File: src/sv/cau_pkg.sv
// Shared types and constants of the complex arithmetic unit.
`default_nettype none
package cau_pkg;

  localparam int DATA_W = 32;
  localparam int FRAC_W = 16;
  localparam int OP_W   = 4;
  localparam int EXP_W  = 7;
  localparam int ST_W   = 2;
  localparam logic [EXP_W-1:0] MAX_POWER = EXP_W'(64);

  // operation codes
  localparam logic [OP_W-1:0] OP_ADD  = 4'd0;
  localparam logic [OP_W-1:0] OP_SUB  = 4'd1;
  localparam logic [OP_W-1:0] OP_RSUB = 4'd2;
  localparam logic [OP_W-1:0] OP_MUL  = 4'd3;
  localparam logic [OP_W-1:0] OP_DIV  = 4'd4;
  localparam logic [OP_W-1:0] OP_RDIV = 4'd5;
  localparam logic [OP_W-1:0] OP_SQR  = 4'd6;
  localparam logic [OP_W-1:0] OP_POW  = 4'd7;
  localparam logic [OP_W-1:0] OP_MAG  = 4'd8;

  // status codes
  localparam logic [ST_W-1:0] ST_OK  = 2'd0;
  localparam logic [ST_W-1:0] ST_SAT = 2'd1;
  localparam logic [ST_W-1:0] ST_DZ  = 2'd2;

  // simple-path result kinds
  localparam logic [2:0] SK_ADD  = 3'd0;
  localparam logic [2:0] SK_SUB  = 3'd1;
  localparam logic [2:0] SK_RSUB = 3'd2;
  localparam logic [2:0] SK_ZERO = 3'd3;
  localparam logic [2:0] SK_ONE  = 3'd4;
  localparam logic [2:0] SK_COPY = 3'd5;

  // multiplier operand selects
  localparam logic [1:0] MA_XR = 2'd0;
  localparam logic [1:0] MA_XI = 2'd1;
  localparam logic [1:0] MA_YR = 2'd2;
  localparam logic [1:0] MA_YI = 2'd3;
  localparam logic       MB_YR = 1'b0;
  localparam logic       MB_YI = 1'b1;

  // accumulator operations
  localparam logic [1:0] ACC_HOLD = 2'd0;
  localparam logic [1:0] ACC_LOAD = 2'd1;
  localparam logic [1:0] ACC_ADD  = 2'd2;
  localparam logic [1:0] ACC_SUB  = 2'd3;

  typedef struct packed {
    logic       load;
    logic       load_swap;
    logic       load_aa;
    logic [1:0] ma_sel;
    logic       mb_sel;
    logic [1:0] acc_op;
    logic       wr_re;
    logic       wr_im;
    logic       wr_den;
    logic       set_dz;
    logic       x_from_res;
    logic       div_start;
    logic       div_step;
    logic       div_wr_re;
    logic       div_wr_im;
    logic       sqrt_start;
    logic       sqrt_step;
    logic       sqrt_wr;
    logic       simple;
    logic [2:0] simple_kind;
    logic       out_load;
  } cau_cmd_t;

  typedef struct packed {
    logic acc_zero;
  } cau_stat_t;

endpackage
`default_nettype wire

File: src/sv/cau_ctrl.sv
// Controller: sequences the datapath for each operation and owns the handshakes.
`default_nettype none
module cau_ctrl
  import cau_pkg::*;
(
  input  wire logic             clk,
  input  wire logic             rst_n,
  input  wire logic             in_tvalid,
  output logic                  in_tready,
  input  wire logic [OP_W-1:0]  operation,
  input  wire logic [EXP_W-1:0] exponent,
  output logic                  out_tvalid,
  input  wire logic             out_tready,
  input  wire cau_stat_t        stat,
  output cau_cmd_t              cmd
);

  localparam logic [3:0] S_IDLE   = 4'd0;
  localparam logic [3:0] S_SIMPLE = 4'd1;
  localparam logic [3:0] S_M1     = 4'd2;
  localparam logic [3:0] S_M2     = 4'd3;
  localparam logic [3:0] S_M3     = 4'd4;
  localparam logic [3:0] S_WB     = 4'd5;
  localparam logic [3:0] S_PNEXT  = 4'd6;
  localparam logic [3:0] S_DIV    = 4'd7;
  localparam logic [3:0] S_DWB    = 4'd8;
  localparam logic [3:0] S_SQRT   = 4'd9;
  localparam logic [3:0] S_SWB    = 4'd10;
  localparam logic [3:0] S_FIN    = 4'd11;

  // product pairs
  localparam logic [2:0] PH_RE  = 3'd0;
  localparam logic [2:0] PH_IM  = 3'd1;
  localparam logic [2:0] PH_DEN = 3'd2;
  localparam logic [2:0] PH_DRE = 3'd3;
  localparam logic [2:0] PH_DIM = 3'd4;

  localparam logic [5:0] DIV_LAST  = 6'd32;
  localparam logic [5:0] SQRT_LAST = 6'd31;

  logic [3:0]       state_r, state_nxt;
  logic [2:0]       ph_r, ph_nxt;
  logic [OP_W-1:0]  op_r, op_nxt;
  logic [5:0]       cnt_r, cnt_nxt;
  logic [EXP_W-1:0] pw_r, pw_nxt, e_cap;
  logic [2:0]       sk_r, sk_nxt;
  logic             ovalid_r, ovalid_nxt;
  logic [1:0]       ma1, ma2;
  logic             mb1, mb2, psub;

  assign e_cap = (exponent > MAX_POWER) ? MAX_POWER : exponent;

  always_comb begin
    unique case (ph_r)
      PH_RE:  begin ma1 = MA_XR; mb1 = MB_YR; ma2 = MA_XI; mb2 = MB_YI; psub = 1'b1; end
      PH_IM:  begin ma1 = MA_XR; mb1 = MB_YI; ma2 = MA_XI; mb2 = MB_YR; psub = 1'b0; end
      PH_DEN: begin ma1 = MA_YR; mb1 = MB_YR; ma2 = MA_YI; mb2 = MB_YI; psub = 1'b0; end
      PH_DRE: begin ma1 = MA_XR; mb1 = MB_YR; ma2 = MA_XI; mb2 = MB_YI; psub = 1'b0; end
      default: begin ma1 = MA_XI; mb1 = MB_YR; ma2 = MA_XR; mb2 = MB_YI; psub = 1'b1; end
    endcase
  end

  assign in_tready  = (state_r == S_IDLE);
  assign out_tvalid = ovalid_r;

  always_comb begin
    state_nxt = state_r;
    ph_nxt    = ph_r;
    op_nxt    = op_r;
    cnt_nxt   = cnt_r;
    pw_nxt    = pw_r;
    sk_nxt    = sk_r;
    cmd       = '0;
    cmd.ma_sel = ma1;
    cmd.mb_sel = mb1;
    cmd.acc_op = ACC_HOLD;
    cmd.simple_kind = sk_r;

    unique case (state_r)
      S_IDLE: begin
        if (in_tvalid) begin
          cmd.load = 1'b1;
          op_nxt   = operation;
          pw_nxt   = '0;
          state_nxt = S_M1;
          case (operation)
            OP_ADD:  begin sk_nxt = SK_ADD;  state_nxt = S_SIMPLE; end
            OP_SUB:  begin sk_nxt = SK_SUB;  state_nxt = S_SIMPLE; end
            OP_RSUB: begin sk_nxt = SK_RSUB; state_nxt = S_SIMPLE; end
            OP_MUL:  ph_nxt = PH_RE;
            OP_DIV:  ph_nxt = PH_DEN;
            OP_RDIV: begin cmd.load_swap = 1'b1; ph_nxt = PH_DEN; end
            OP_SQR:  begin cmd.load_aa = 1'b1; ph_nxt = PH_RE; end
            OP_POW: begin
              cmd.load_aa = 1'b1;
              ph_nxt = PH_RE;
              if (e_cap == '0) begin
                sk_nxt = SK_ONE;
                state_nxt = S_SIMPLE;
              end else if (e_cap == EXP_W'(1)) begin
                sk_nxt = SK_COPY;
                state_nxt = S_SIMPLE;
              end else begin
                pw_nxt = e_cap - EXP_W'(2);
              end
            end
            OP_MAG:  begin cmd.load_aa = 1'b1; ph_nxt = PH_DEN; end
            default: begin sk_nxt = SK_ZERO; state_nxt = S_SIMPLE; end
          endcase
        end
      end
      S_SIMPLE: begin
        cmd.simple = 1'b1;
        state_nxt  = S_FIN;
      end
      S_M1: state_nxt = S_M2;
      S_M2: begin
        cmd.acc_op = ACC_LOAD;
        cmd.ma_sel = ma2;
        cmd.mb_sel = mb2;
        state_nxt  = S_M3;
      end
      S_M3: begin
        cmd.acc_op = psub ? ACC_SUB : ACC_ADD;
        state_nxt  = S_WB;
      end
      S_WB: begin
        unique case (ph_r)
          PH_RE: begin
            cmd.wr_re = 1'b1;
            ph_nxt    = PH_IM;
            state_nxt = S_M1;
          end
          PH_IM: begin
            cmd.wr_im = 1'b1;
            state_nxt = (pw_r != '0) ? S_PNEXT : S_FIN;
          end
          PH_DEN: begin
            if (op_r == OP_MAG) begin
              cmd.sqrt_start = 1'b1;
              cnt_nxt   = '0;
              state_nxt = S_SQRT;
            end else if (stat.acc_zero) begin
              cmd.set_dz = 1'b1;
              state_nxt  = S_FIN;
            end else begin
              cmd.wr_den = 1'b1;
              ph_nxt     = PH_DRE;
              state_nxt  = S_M1;
            end
          end
          default: begin
            cmd.div_start = 1'b1;
            cnt_nxt   = '0;
            state_nxt = S_DIV;
          end
        endcase
      end
      S_PNEXT: begin
        cmd.x_from_res = 1'b1;
        pw_nxt    = pw_r - EXP_W'(1);
        ph_nxt    = PH_RE;
        state_nxt = S_M1;
      end
      S_DIV: begin
        cmd.div_step = 1'b1;
        if (cnt_r == DIV_LAST) state_nxt = S_DWB;
        else cnt_nxt = cnt_r + 6'd1;
      end
      S_DWB: begin
        if (ph_r == PH_DRE) begin
          cmd.div_wr_re = 1'b1;
          ph_nxt    = PH_DIM;
          state_nxt = S_M1;
        end else begin
          cmd.div_wr_im = 1'b1;
          state_nxt = S_FIN;
        end
      end
      S_SQRT: begin
        cmd.sqrt_step = 1'b1;
        if (cnt_r == SQRT_LAST) state_nxt = S_SWB;
        else cnt_nxt = cnt_r + 6'd1;
      end
      S_SWB: begin
        cmd.sqrt_wr = 1'b1;
        state_nxt   = S_FIN;
      end
      S_FIN: begin
        if (!ovalid_r || out_tready) begin
          cmd.out_load = 1'b1;
          state_nxt    = S_IDLE;
        end
      end
      default: state_nxt = S_IDLE;
    endcase

    if (cmd.out_load) ovalid_nxt = 1'b1;
    else if (out_tready) ovalid_nxt = 1'b0;
    else ovalid_nxt = ovalid_r;
  end

  always_ff @(posedge clk) begin
    if (!rst_n) begin
      state_r  <= S_IDLE;
      ovalid_r <= 1'b0;
    end else begin
      state_r  <= state_nxt;
      ovalid_r <= ovalid_nxt;
    end
    ph_r  <= ph_nxt;
    op_r  <= op_nxt;
    cnt_r <= cnt_nxt;
    pw_r  <= pw_nxt;
    sk_r  <= sk_nxt;
  end

endmodule
`default_nettype wire

File: config.mk
export PLATFORM = sky130hd
export DESIGN_NAME = cau_ctrl
export DESIGN_NICKNAME = d
export VERILOG_FILES = /design/src/sv/cau_pkg.sv /design/src/sv/cau_ctrl.sv
export SDC_FILE = /design/constraint.sdc
export NUM_CORES = 1
export LEC_CHECK = 0
export BUFFER_PORTS_ARGS = -buffer_cell sky130_fd_sc_hd__buf_2
export CORE_ASPECT_RATIO = 0.5
export CORE_UTILIZATION = 24
export DETAILED_ROUTE_END_ITERATION = 16
export HOLD_SLACK_MARGIN = 0.06
export PLACE_DENSITY = 0.53
export SLEW_MARGIN = 20
export SYNTH_ARGS = -nofsm -noshare
export SYNTH_HDL_FRONTEND = slang
export SYNTH_SLANG_ARGS = --single-unit
File: constraint.sdc
create_clock -name clk -period 2.2 [get_ports clk]
set_input_delay 0.33 -clock clk [delete_from_list [all_inputs] [get_ports clk]]
set_output_delay 0.33 -clock clk [all_outputs]
set_load 0.01 [all_outputs]
# After elaboration in Yosys (flattened, before gate mapping)
# Index checks and enable logic that the tools add are counted.
[word_totals]
word_cells = 146
output_inout_bits = 27
register_bits = 28
input_bits = 16
[classes]
n_addsub = 3
n_eq_ne = 40
n_mux = 68
reduce_logical = 26
bitwise_logic = 1
n_lt_le_gt_ge = 1
[ops]
columns = ["cell", "count"]
rows = [
  ["4-bit one-hot mux with 11 select lines", 1],
  ["4-bit 2-to-1 mux", 9],
  ["7-bit 2-to-1 mux", 5],
  ["4-bit by 3-bit equality test with 1-bit output (second input constant)", 8],
  ["3-bit 2-to-1 mux", 9],
  ["4-bit equality test (second input constant)", 6],
  ["1-bit 2-to-1 mux", 24],
  ["6-bit 2-to-1 mux", 3],
  ["6-bit one-hot mux with 3 select lines", 1],
  ["3-bit OR reduction", 6],
  ["4-bit by 2-bit equality test with 1-bit output (second input constant)", 4],
  ["2-bit != test (second input constant)", 8],
  ["2-bit one-hot mux with 2 select lines", 4],
  ["3-bit != test (second input constant)", 5],
  ["3-bit one-hot mux with 5 select lines", 1],
  ["7-bit one-hot mux with 2 select lines", 1],
  ["3-bit one-hot mux with 2 select lines", 2],
  ["3-bit one-hot mux with 4 select lines", 1],
  ["4-bit one-hot mux with 3 select lines", 1],
  ["6-bit one-hot mux with 2 select lines", 1],
  ["2-bit 2-to-1 mux", 5],
  ["4-bit by 1-bit equality test with 1-bit output (second input constant)", 2],
  ["4-bit zero test", 2],
  ["4-bit AND reduction", 2],
  ["24 further kinds", 28],
]

# Logic depth before layout (Yosys ltp)
# Gate-level depths: netlist (run 1).
[logic_depth]
depth_word = 8
ltp_mapped = 7
ltp_nobuf = 7

# Worst setup path after synthesis (run 1)
# Ideal clock, no wire load.
[synth_timing]
kind = "register to output"
start = "register state_r[1]"
end = "output cmd[23] (netlist bit)"
t_required_ns = 1.870
path_buffers = 0
slack_ns = 0.370
arrival_time_ns = 1.500
stages_incl_launch_ff = 5
path_cell_list = "dfxtp_1 > or4_1 > inv_1 > nand2_1 > nor4_1"
[synth_rtl]
columns = ["element", "line", "text"]
rows = [
  ["start: declaration", "cau_ctrl.sv:41", "logic [3:0] state_r, state_nxt;"],
  ["start signal: assignment", "cau_ctrl.sv:208", "state_r <= state_nxt;"],
  ["end: declaration", "cau_ctrl.sv:15", "output cau_cmd_t cmd"],
]

==> results.sh, run 1 <==
export IMPL_outcome="completed"
export IMPL_grt_pass1_wl_microns=7748
export IMPL_place_congestion=0.8368
export IMPL_synth_edff_count=23
export IMPL_yosysWarnings=0
export IMPL_finalCritPeriodShare=0.9494
export IMPL_synthesis_nets=245
export IMPL_setup_viol=0
export IMPL_max_stage_delay_ns=0.48
export IMPL_synth_cell_types=47
export IMPL_drv_cap=0
export IMPL_grt_start_max_net_pins=17
export IMPL_track_usage=0.1153
export IMPL_timing_fmax_mhz=478.7
export IMPL_min_path_type="primary input to register"
export IMPL_start_util=0.2484
export IMPL_grt_pass1_vias=1574
export IMPL_die_y_microns=66.46
export IMPL_ys_seq_area_frac=0.3965
export IMPL_required_ns=1.87
export IMPL_drtAntennaViolNets=0
export IMPL_critPathKind="register to output pin"
export IMPL_fp_row_count=23
export IMPL_fin_crit_ns=2.089
export IMPL_clkSinkCount=28
export IMPL_io_buffers=42
export IMPL_crit_buf_inv=2
export IMPL_antennaDiodeCount=0
export IMPL_layout_commonest_cell="buf_2"
export IMPL_cp_end_kind="output pin"
export IMPL_synth_area_leader_cell="edfxtp_1"
export IMPL_cpLargestDelayFamily="simple AND/OR/NAND/NOR gates"
export IMPL_final_nets=294
export IMPL_start_kind="register"
export IMPL_dr_pass1_iters=4
export IMPL_async_flop_share=0
export IMPL_worstSkewPairLatency_ns=0.26
export IMPL_placed_cells=380
export IMPL_rsz0062_at_grt="false"
export IMPL_io_pins=43
export IMPL_synth_main_ff_cell="edfxtp_1"
export IMPL_final_cell_mix="buf_2 (42), nor2_1 (31), edfxtp_1 (23), nand2_1 (18), inv_1 (14)"
export IMPL_drive_above_1_share=0.2353
export IMPL_worstMarginPinSlew_ns=0.5728
export IMPL_max_slew_margin_rel=0.6131
export IMPL_postCtsResizedCells=0
export IMPL_clk_pin_slew_ns=0.07
export IMPL_dieArea_sq_um=8701
export IMPL_finalHoldViolCount=0
export IMPL_ir_drop_mv=0.3039
export IMPL_drt_iter0_drc=102
export IMPL_root_buffer="clkbuf_16"
export IMPL_synth_area_sq_um=1994
export IMPL_p_leak_uw=0.0009901
export IMPL_avgSynthCellArea_sq_um=8.904
export IMPL_netlist_instances=224
export IMPL_cts_buffers=3
export IMPL_total_power_uw=2317
export IMPL_drc_errors=0
export IMPL_powerDensity_nw_per_um2=947.1
export IMPL_synthTopCellsByArea="edfxtp_1 (35%), nor2_1 (5.8%), dfxtp_1 (5.0%)"
export IMPL_synth_top_cell_area_share=0.3463
export IMPL_die_w_microns=130.9
export IMPL_wire_per_inst_microns=12.80
export IMPL_cts_setup_buffers=0
export IMPL_gr_total_overflow=0
export IMPL_synthToLayoutAreaGrowth_pct=22.65
export IMPL_worstPathArrival_ns=1.76
export IMPL_wirelength_microns=4917
export IMPL_antenna_found_initial=0
export IMPL_detailed_place_hpwl_microns=3863
export IMPL_tritoncts="yes"
export IMPL_postCtsHoldBufs=0
export IMPL_fin_cells=384
export IMPL_drv_slew=0
export IMPL_core_area_sq_um=8029
export IMPL_yosys_register_bits=28
export IMPL_slowest_stage="or4_1"
export IMPL_fin_tns_setup_ns=0
export IMPL_finClkSkew_ns=0.003913
export IMPL_vias=1790
export IMPL_cts_path_max_buffers=2
export IMPL_via_per_inst=4.661
export IMPL_worstPathMaxFanout=12
export IMPL_crit_chain="or4_1 > inv_1 > nand2_1 > nor4_1 > buf_2"
export IMPL_cts_htree_levels=1
## layout make-up
type / count / area [sq um]
Fill cell: 837 / 5583
Tap cell: 112 / 140.1
Multi-Input combinational cell: 173 / 1091
Clock buffer: 4 / 78.83
Inverter: 14 / 52.55
Timing Repair Buffer: 53 / 292.8
Sequential cell: 28 / 790.8
## power by group
| group | internal [uW] | switching, uW | total [uW] |
|---|---|---|---|
| combinational | 429 | 614 | 1040 |
| sequential | 736 | 119 | 855 |
| clock | 248 | 171 | 419 |
| total | 1410 | 903 | 2320 |
## metrics by stage
stage	util	hold slack, ns	instance area, sq um	worst slack (ns)
after floorplan	-	0.4289	1994	0.3699
after global placement	0.2948	0.5943	2367	0.2462
after detailed placement	0.2948	0.6053	2367	0.2003
after CTS	0.3047	0.3434	2446	0.08321
after global routing	0.3047	0.3536	2446	0.001138
final	0.3047	0.3503	2446	0.1112
## per-layer routing
layer,global-route usage,part of all wire
met1,0.1641,0.52
met5,0,0
met2,0.1806,0.44
met3,0.02008,0.036
met4,0.02586,0.0053
## kinds of logic after synthesis
logic type / after synthesis / share of synthesized area
simple gates: 107 / 0.2861
xor+xnor: 14 / 0.06148
compound gates: 47 / 0.1681
flops: 28 / 0.3965
fa+ha+maj: 5 / 0.03137
buf+inv: 23 / 0.05646
## worst reg2reg max path, delay by kind of cell, from the launching register on
kind / cells / cell delay, ns
and+or+nand+nor: 2 / 0.51
buffers and inverters: 1 / 0.09
adders and majority gates: 1 / 0.13
AOI/OAI and AO/OA: 3 / 0.68
DFF: 1 / 0.45
## Yosys cell counts, drive strengths merged (2+ instances only)
cell type and instances:
o22ai 6, nor2 31, nand4b 2, and2 3, nor4 4, nand2b 8
o21a 3, nor2b 7, dfxtp 5, o32ai 3, a31oi 3, edfxtp 23
o21ai 7, a311oi 2, nor3 9, xnor2 5, ha 5, a211oi 2
inv 14, xor2 9, nand3 9, nand3b 4, nand2 18, a21boi 2
or2 2, o211ai 2, a21oi 8, and3 3, o21bai 2, buf 9
o2bb2ai 3
## sequential cells by signal, indices dropped and copies added, names as in the netlist
register and flops:
cnt_r 6, state_r 4, pw_r 7, op_r 4, out_tvalid 1, sk_r 3, ph_r 3
## final timing paths
check | depth (start not counted) | slack, ns | to | start
setup / recovery | 5 | 0.11 | cmd[23] | state_r[3]$_SDFFE_PN0P_
hold / removal | 1 | 0.35 | op_r[3]$_DFFE_PP_ | operation[3]
setup reg to reg | 7 | 0.27 | state_r[0]$_SDFFE_PN0P_ | cnt_r[0]$_SDFFCE_PN0P_
hold reg to reg | 2 | 0.63 | out_tvalid$_SDFFE_PN0P_ | out_tvalid$_SDFFE_PN0P_
Power figures use the tool's default switching activity.
==> run 2: changes to the inputs <==
- clock period: 2.2 -> 2.4 ns (I/O delays scaled with it)
==> run 2 against run 1 <==
Against the previous run:
- clock-buffer cell count fell by 1
- via count is 0.17% lower
- routed wire length grew 0.53%
- die area did not move
- total power is 5.6% lower
- first-iteration DRC count rose by 2.0%
- worst setup slack better by 0.011 ns
==> results.sh, run 2 (synthesis gave the netlist of run 1 again) <==
export IMPL_drv_cap=0
export IMPL_finalCritPeriodShare=0.9489
export IMPL_pwr_share_comb=0.397
export IMPL_p_clk_frac=0.228
export IMPL_total_power_uw=2187
export IMPL_switching_power_uw=829.9
export IMPL_grt_pass1_vias=1701
export IMPL_io_buffers=42
export IMPL_p_leak_uw=0.0009676
export IMPL_via_per_inst=4.740
export IMPL_die_y_microns=66.46
export IMPL_worstPathArrival_ns=1.92
export IMPL_gr_total_overflow=0
export IMPL_min_path_type="primary input to register"
export IMPL_worst_slack_ns=0.1227
export IMPL_postCtsHoldBufs=0
export IMPL_start_kind="register"
export IMPL_dieArea_sq_um=8701
export IMPL_synthToLayoutAreaGrowth_pct=21.33
export IMPL_core_area_sq_um=8029
export IMPL_grt_pass1_wl_microns=7962
export IMPL_root_buffer="clkbuf_16"
export IMPL_layout_commonest_cell="buf_2"
export IMPL_clk_pin_slew_ns=0.07
export IMPL_final_nets=287
export IMPL_cp_end_kind="output pin"
export IMPL_dp_slack_ns=0.3191
export IMPL_timing_fmax_mhz=439.1
export IMPL_grt_start_max_net_pins=18
export IMPL_required_ns=2.04
export IMPL_drv_slew=0
export IMPL_track_usage=0.1194
export IMPL_io_pins=43
export IMPL_cts_path_max_buffers=2
export IMPL_cts_buffers=3
export IMPL_largest_reg_flops=7
export IMPL_max_slew_margin_rel=0.5522
export IMPL_cts_htree_levels=1
export IMPL_critPathKind="register to output pin"
export IMPL_die_w_microns=130.9
export IMPL_regMostFlops="pw_r"
export IMPL_tritoncts="yes"
export IMPL_setup_viol=0
export IMPL_clkSinkCount=28
export IMPL_seqPwrFrac=0.375
export IMPL_p_sw_frac=0.3795
export IMPL_final_cell_mix="buf_2 (42), nor2_1 (31), edfxtp_1 (23), nand2_1 (18), inv_1 (14)"
export IMPL_fp_row_count=23
export IMPL_wirelength_microns=4943
export IMPL_drive_above_1_share=0.2189
export IMPL_worstPathMaxFanout=17
export IMPL_start_util=0.2484
export IMPL_drc_errors=0
export IMPL_detailed_place_hpwl_microns=3873
export IMPL_finClkSkew_ns=0.002141
export IMPL_antenna_found_initial=0
export IMPL_outcome="completed"
export IMPL_worstSkewPairLatency_ns=0.27
export IMPL_rsz0062_at_grt="false"
export IMPL_internal_power_uw=1357
export IMPL_place_congestion=0.8509
export IMPL_ir_drop_mv=0.3238
export IMPL_fillers=841
export IMPL_drtAntennaViolNets=0
export IMPL_vias=1787
export IMPL_cts_setup_buffers=0
export IMPL_drt_iter0_drc=104
export IMPL_fin_crit_ns=2.277
export IMPL_wire_per_inst_microns=13.11
export IMPL_finalHoldViolCount=0
export IMPL_fin_tns_setup_ns=0
export IMPL_antennaDiodeCount=0
export IMPL_top_regs="pw_r: 7 flops, cnt_r: 6 flops"
export IMPL_dr_pass1_iters=4
export IMPL_powerDensity_nw_per_um2=903.8
export IMPL_postCtsResizedCells=0
export IMPL_worstMarginPinSlew_ns=0.6624
## run 2: changes by cell type in the layout (fill, tap and decap cells not counted)
cell and change:
buf_4 -7, bufinv_16 +1, clkbuf_1 -1
## run 2: layer usage
metal | track usage | wire (microns) | share of wire | vias up
met1 | 0.1573 | 2469 | 0.50 | 835
met3 | 0.02811 | 234 | 0.047 | 8
met2 | 0.1898 | 2160 | 0.44 | 42
li1 | - | - | - | 902
met5 | 0 | 0 | 0 | -
met4 | 0.04454 | 78 | 0.016 | 0
## run 2: layout make-up
cell class / instances / area (sq um) / area share
Clock inverter: 1 / 30.03 / 0.01241
Multi-Input combinational cell: 173 / 1091 / 0.4509
Tap cell: 112 / 140.1 / 0.05791
Inverter: 14 / 52.55 / 0.02172
Sequential cell: 28 / 790.8 / 0.3268
Clock buffer: 3 / 75.07 / 0.03102
Timing Repair Buffer: 46 / 240.2 / 0.09928
## run 2: final timing paths
path         slack [ns]                      end  cells past startpoint                    start
max                0.12                  cmd[23]                      5  state_r[3]$_SDFFE_PN0P_
min reg2reg        0.58  out_tvalid$_SDFFE_PN0P_                      2  out_tvalid$_SDFFE_PN0P_
max reg2reg        0.44        pw_r[4]$_DFFE_PP_                      5  state_r[0]$_SDFFE_PN0P_
min                0.38        op_r[3]$_DFFE_PP_                      1             operation[3]
## run 2: stage by stage
stage | area [sq um] | instances | hold WS (ns) | util
after floorplan | 1994 | 224 | 0.4589 | -
after global placement | 2315 | 373 | 0.5720 | 0.2883
after CTS | 2420 | 377 | 0.3682 | 0.3014
after global routing | 2420 | 377 | 0.3866 | 0.3014
final | 2420 | 377 | 0.3761 | 0.3014
after detailed placement | 2315 | 373 | 0.5723 | 0.2883
## run 2: power by group through the flow
stage	clock network, uW	registers (uW)	logic [uW]
after detailed placement	0	829	860
after CTS	512	819	874
after global routing	523	840	987
final	498	820	869
after global placement	0	824	861
after floorplan	0	756	682
## run 2: worst max-delay path, stage by stage (launching register included)
cell and delay (ns):
dfxtp_1 0.48, or4_1 0.55, inv_1 0.11, nand2_1 0.13
nor4_1 0.19, buf_2 0.18
==> run 3: changes to the inputs <==
- ABC_AREA: default -> 1
==> run 3 against run 2 <==
Against the previous run:
- clock skew grew 0.0040 ns
- critical path depth is 3 higher
- clock power is 1% higher
- cell count is 8.8% higher
- worst hold slack lost 0.080 ns
- flip-flop and latch count stayed put
- sequential share of layout area increased by 0.67 points
- first-iteration DRC count fell by 2.9%
- worst setup slack improved by 0.094 ns
==> results.sh, run 3 <==
export IMPL_worstSetupEndpoint="cmd[23]"
export IMPL_io_pins=43
export IMPL_synth_cell_types=32
export IMPL_drv_cap=0
export IMPL_dr_pass1_iters=4
export IMPL_slowest_stage="dfxtp_1"
export IMPL_io_buffers=42
export IMPL_timing_fmax_mhz=458.0
export IMPL_worstPathMaxFanout=6
export IMPL_grt_pass1_vias=1806
export IMPL_cpLargestDelayFamily="simple AND/OR/NAND/NOR gates"
export IMPL_synth_area_leader_cell="edfxtp_1"
export IMPL_crit_buf_inv=4
export IMPL_max_slew_margin_rel=0.6400
export IMPL_final_nets=324
export IMPL_worst_slack_ns=0.2167
export IMPL_fin_crit_ns=2.183
export IMPL_layout_commonest_cell="nand2_1"
export IMPL_synthTopCellsByArea="edfxtp_1 (36%), nand2_1 (8.4%), nor2_1 (7.8%)"
export IMPL_worstReg2RegStart="state_r[3]$_SDFFE_PN0P_"
export IMPL_synth_top_cell_area_share=0.3582
export IMPL_r2r_setup_slack_ns=0.52
export IMPL_worstPathArrival_ns=1.82
export IMPL_cts_setup_buffers=0
export IMPL_fp_row_count=22
export IMPL_rr_worst_depth=8
export IMPL_synthToLayoutAreaGrowth_pct=22.97
export IMPL_place_congestion=0.8290
export IMPL_place_area_sq_um=2266
export IMPL_cp_depth=8
export IMPL_max_stage_delay_ns=0.33
export IMPL_track_usage=0.1218
export IMPL_async_flop_share=0
export IMPL_drtAntennaViolNets=0
export IMPL_vias=1830
export IMPL_top_regs="pw_r: 7 flops, cnt_r: 6 flops"
export IMPL_largest_reg_flops=7
export IMPL_cp_startpoint="state_r[3]$_SDFFE_PN0P_"
export IMPL_setup_viol=0
export IMPL_fin_tns_setup_ns=0
export IMPL_whs_ns=0.2966
export IMPL_synthTopCellsByCount="nand2_1 (43), nor2_1 (40), inv_1 (37)"
export IMPL_r2r_end="ph_r[2]$_DFFE_PP_"
export IMPL_synthesis_nets=278
export IMPL_postCtsResizedCells=0
export IMPL_gr_total_overflow=0
export IMPL_final_cell_mix="nand2_1 (43), buf_2 (42), nor2_1 (40), inv_1 (37), edfxtp_1 (23)"
export IMPL_cp_end_kind="output pin"
export IMPL_wirelength_microns=4774
export IMPL_core_area_sq_um=7542
export IMPL_drv_slew=0
export IMPL_drt_iter0_drc=101
export IMPL_worstSkewPairLatency_ns=0.27
export IMPL_postCtsHoldBufs=0
export IMPL_grt_pass1_wl_microns=7941
export IMPL_synth_area_sq_um=1928
export IMPL_fin_area_sq_um=2371
export IMPL_cts_path_max_buffers=2
export IMPL_crit_chain="inv_1 > nand2_2 > nor2_2 > inv_1 > nor2_2 > inv_2 > nor3_1 > buf_2"
export IMPL_drc_errors=0
export IMPL_start_kind="register"
export IMPL_critPathKind="register to output pin"
export IMPL_die_y_microns=65.38
export IMPL_clk_pin_slew_ns=0.07
export IMPL_antennaDiodeCount=0
export IMPL_worstMarginPinSlew_ns=0.5380
export IMPL_yosys_register_bits=28
export IMPL_detailed_place_hpwl_microns=3857
export IMPL_outcome="completed"
export IMPL_ir_drop_mv=0.3362
export IMPL_cts_htree_levels=1
export IMPL_cts_buffers=3
export IMPL_avgSynthCellArea_sq_um=7.502
export IMPL_wire_per_inst_microns=11.64
export IMPL_rsz0062_at_grt="false"
export IMPL_clkSinkCount=28
export IMPL_regMostFlops="pw_r"
export IMPL_ys_seq_area_frac=0.4101
export IMPL_min_path_type="primary input to register"
export IMPL_required_ns=2.04
export IMPL_finClkSkew_ns=0.006191
export IMPL_die_w_microns=128.8
export IMPL_via_per_inst=4.463
export IMPL_total_power_uw=2144
export IMPL_dieArea_sq_um=8418
export IMPL_yosysWarnings=0
export IMPL_synth_main_ff_cell="edfxtp_1"
export IMPL_grt_start_max_net_pins=17
export IMPL_tritoncts="yes"
export IMPL_netlist_instances=257
export IMPL_finalHoldViolCount=0
export IMPL_powerDensity_nw_per_um2=904.4
export IMPL_dp_slack_ns=0.4838
export IMPL_drive_above_1_share=0.2384
export IMPL_antenna_found_initial=0
export IMPL_yosysMostFrequentCell="nand2_1"
export IMPL_synth_edff_count=23
export IMPL_start_util=0.2556
export IMPL_finalCritPeriodShare=0.9097
export IMPL_root_buffer="clkbuf_16"
export IMPL_p_leak_uw=0.001079
-- run 3: cell count changes after synthesis, moves of 6 or more --
cell	delta
nor2_2	+8
xor2_1	-6
nand2_1	+25
o21ai_0	+10
inv_1	+23
nand2_2	+7
nor2_1	+9
nor2b_1	-6
a21oi_1	+8
nand2b_1	-8
-- run 3: stage by stage --
| stage | std cells | util |
|---|---|---|
| after global routing | 410 | 0.3144 |
| after global placement | 406 | 0.3004 |
| final | 410 | 0.3144 |
| after CTS | 410 | 0.3144 |
| after detailed placement | 406 | 0.3004 |
| after floorplan | 257 | - |
-- run 3: final cells by class --
| type | instances | area, sq um |
|---|---|---|
| fillers | 838 | 5171 |
| flip-flops and latches | 28 | 790.8 |
| inverters | 41 | 155.1 |
| repair buffers | 42 | 210.2 |
| clock inverters | 1 | 30.03 |
| clock buffers | 3 | 75.07 |
| well taps | 108 | 135.1 |
| multi-input cells | 187 | 974.7 |
-- run 3: metal layers --
layer	track usage	wire, microns
met1	0.1491	2237
met2	0.2108	2266
met3	0.02687	208
met4	0.04706	62
met5	0	0
-- run 3: how the worst min path moves through the flow --
stage / startpoint / cells past startpoint / slack (ns) / to
3_3_place_gp: state_r[3]$_SDFFE_PN0P_ / 2 / 0.49 / state_r[3]$_SDFFE_PN0P_
6_report: operation[3] / 1 / 0.30 / op_r[3]$_DFFE_PP_
5_1_grt: operation[3] / 1 / 0.29 / op_r[3]$_DFFE_PP_
2_1_floorplan: operation[0] / 0 / 0.46 / op_r[0]$_DFFE_PP_
3_5_place_dp: state_r[3]$_SDFFE_PN0P_ / 2 / 0.49 / state_r[3]$_SDFFE_PN0P_
4_1_cts: operation[3] / 1 / 0.29 / op_r[3]$_DFFE_PP_
-- run 3: power breakdown --
part | internal, uW | switching (uW) | total [uW] | leakage, uW
Sequential | 684 | 101 | 786 | 0.000255
Combinational | 282 | 572 | 854 | 0.000773
Clock | 333 | 172 | 504 | 0.0000511
Total | 1300 | 845 | 2140 | 0.00108
-- run 3: kinds of logic after synthesis --
| group | after synthesis | share of synthesized area |
|---|---|---|
| buf+inv | 42 | 0.08436 |
| xor+xnor | 4 | 0.01817 |
| fa+ha+maj | 5 | 0.03245 |
| simple gates | 137 | 0.3329 |
| compound gates | 41 | 0.1220 |
| flops | 28 | 0.4101 |
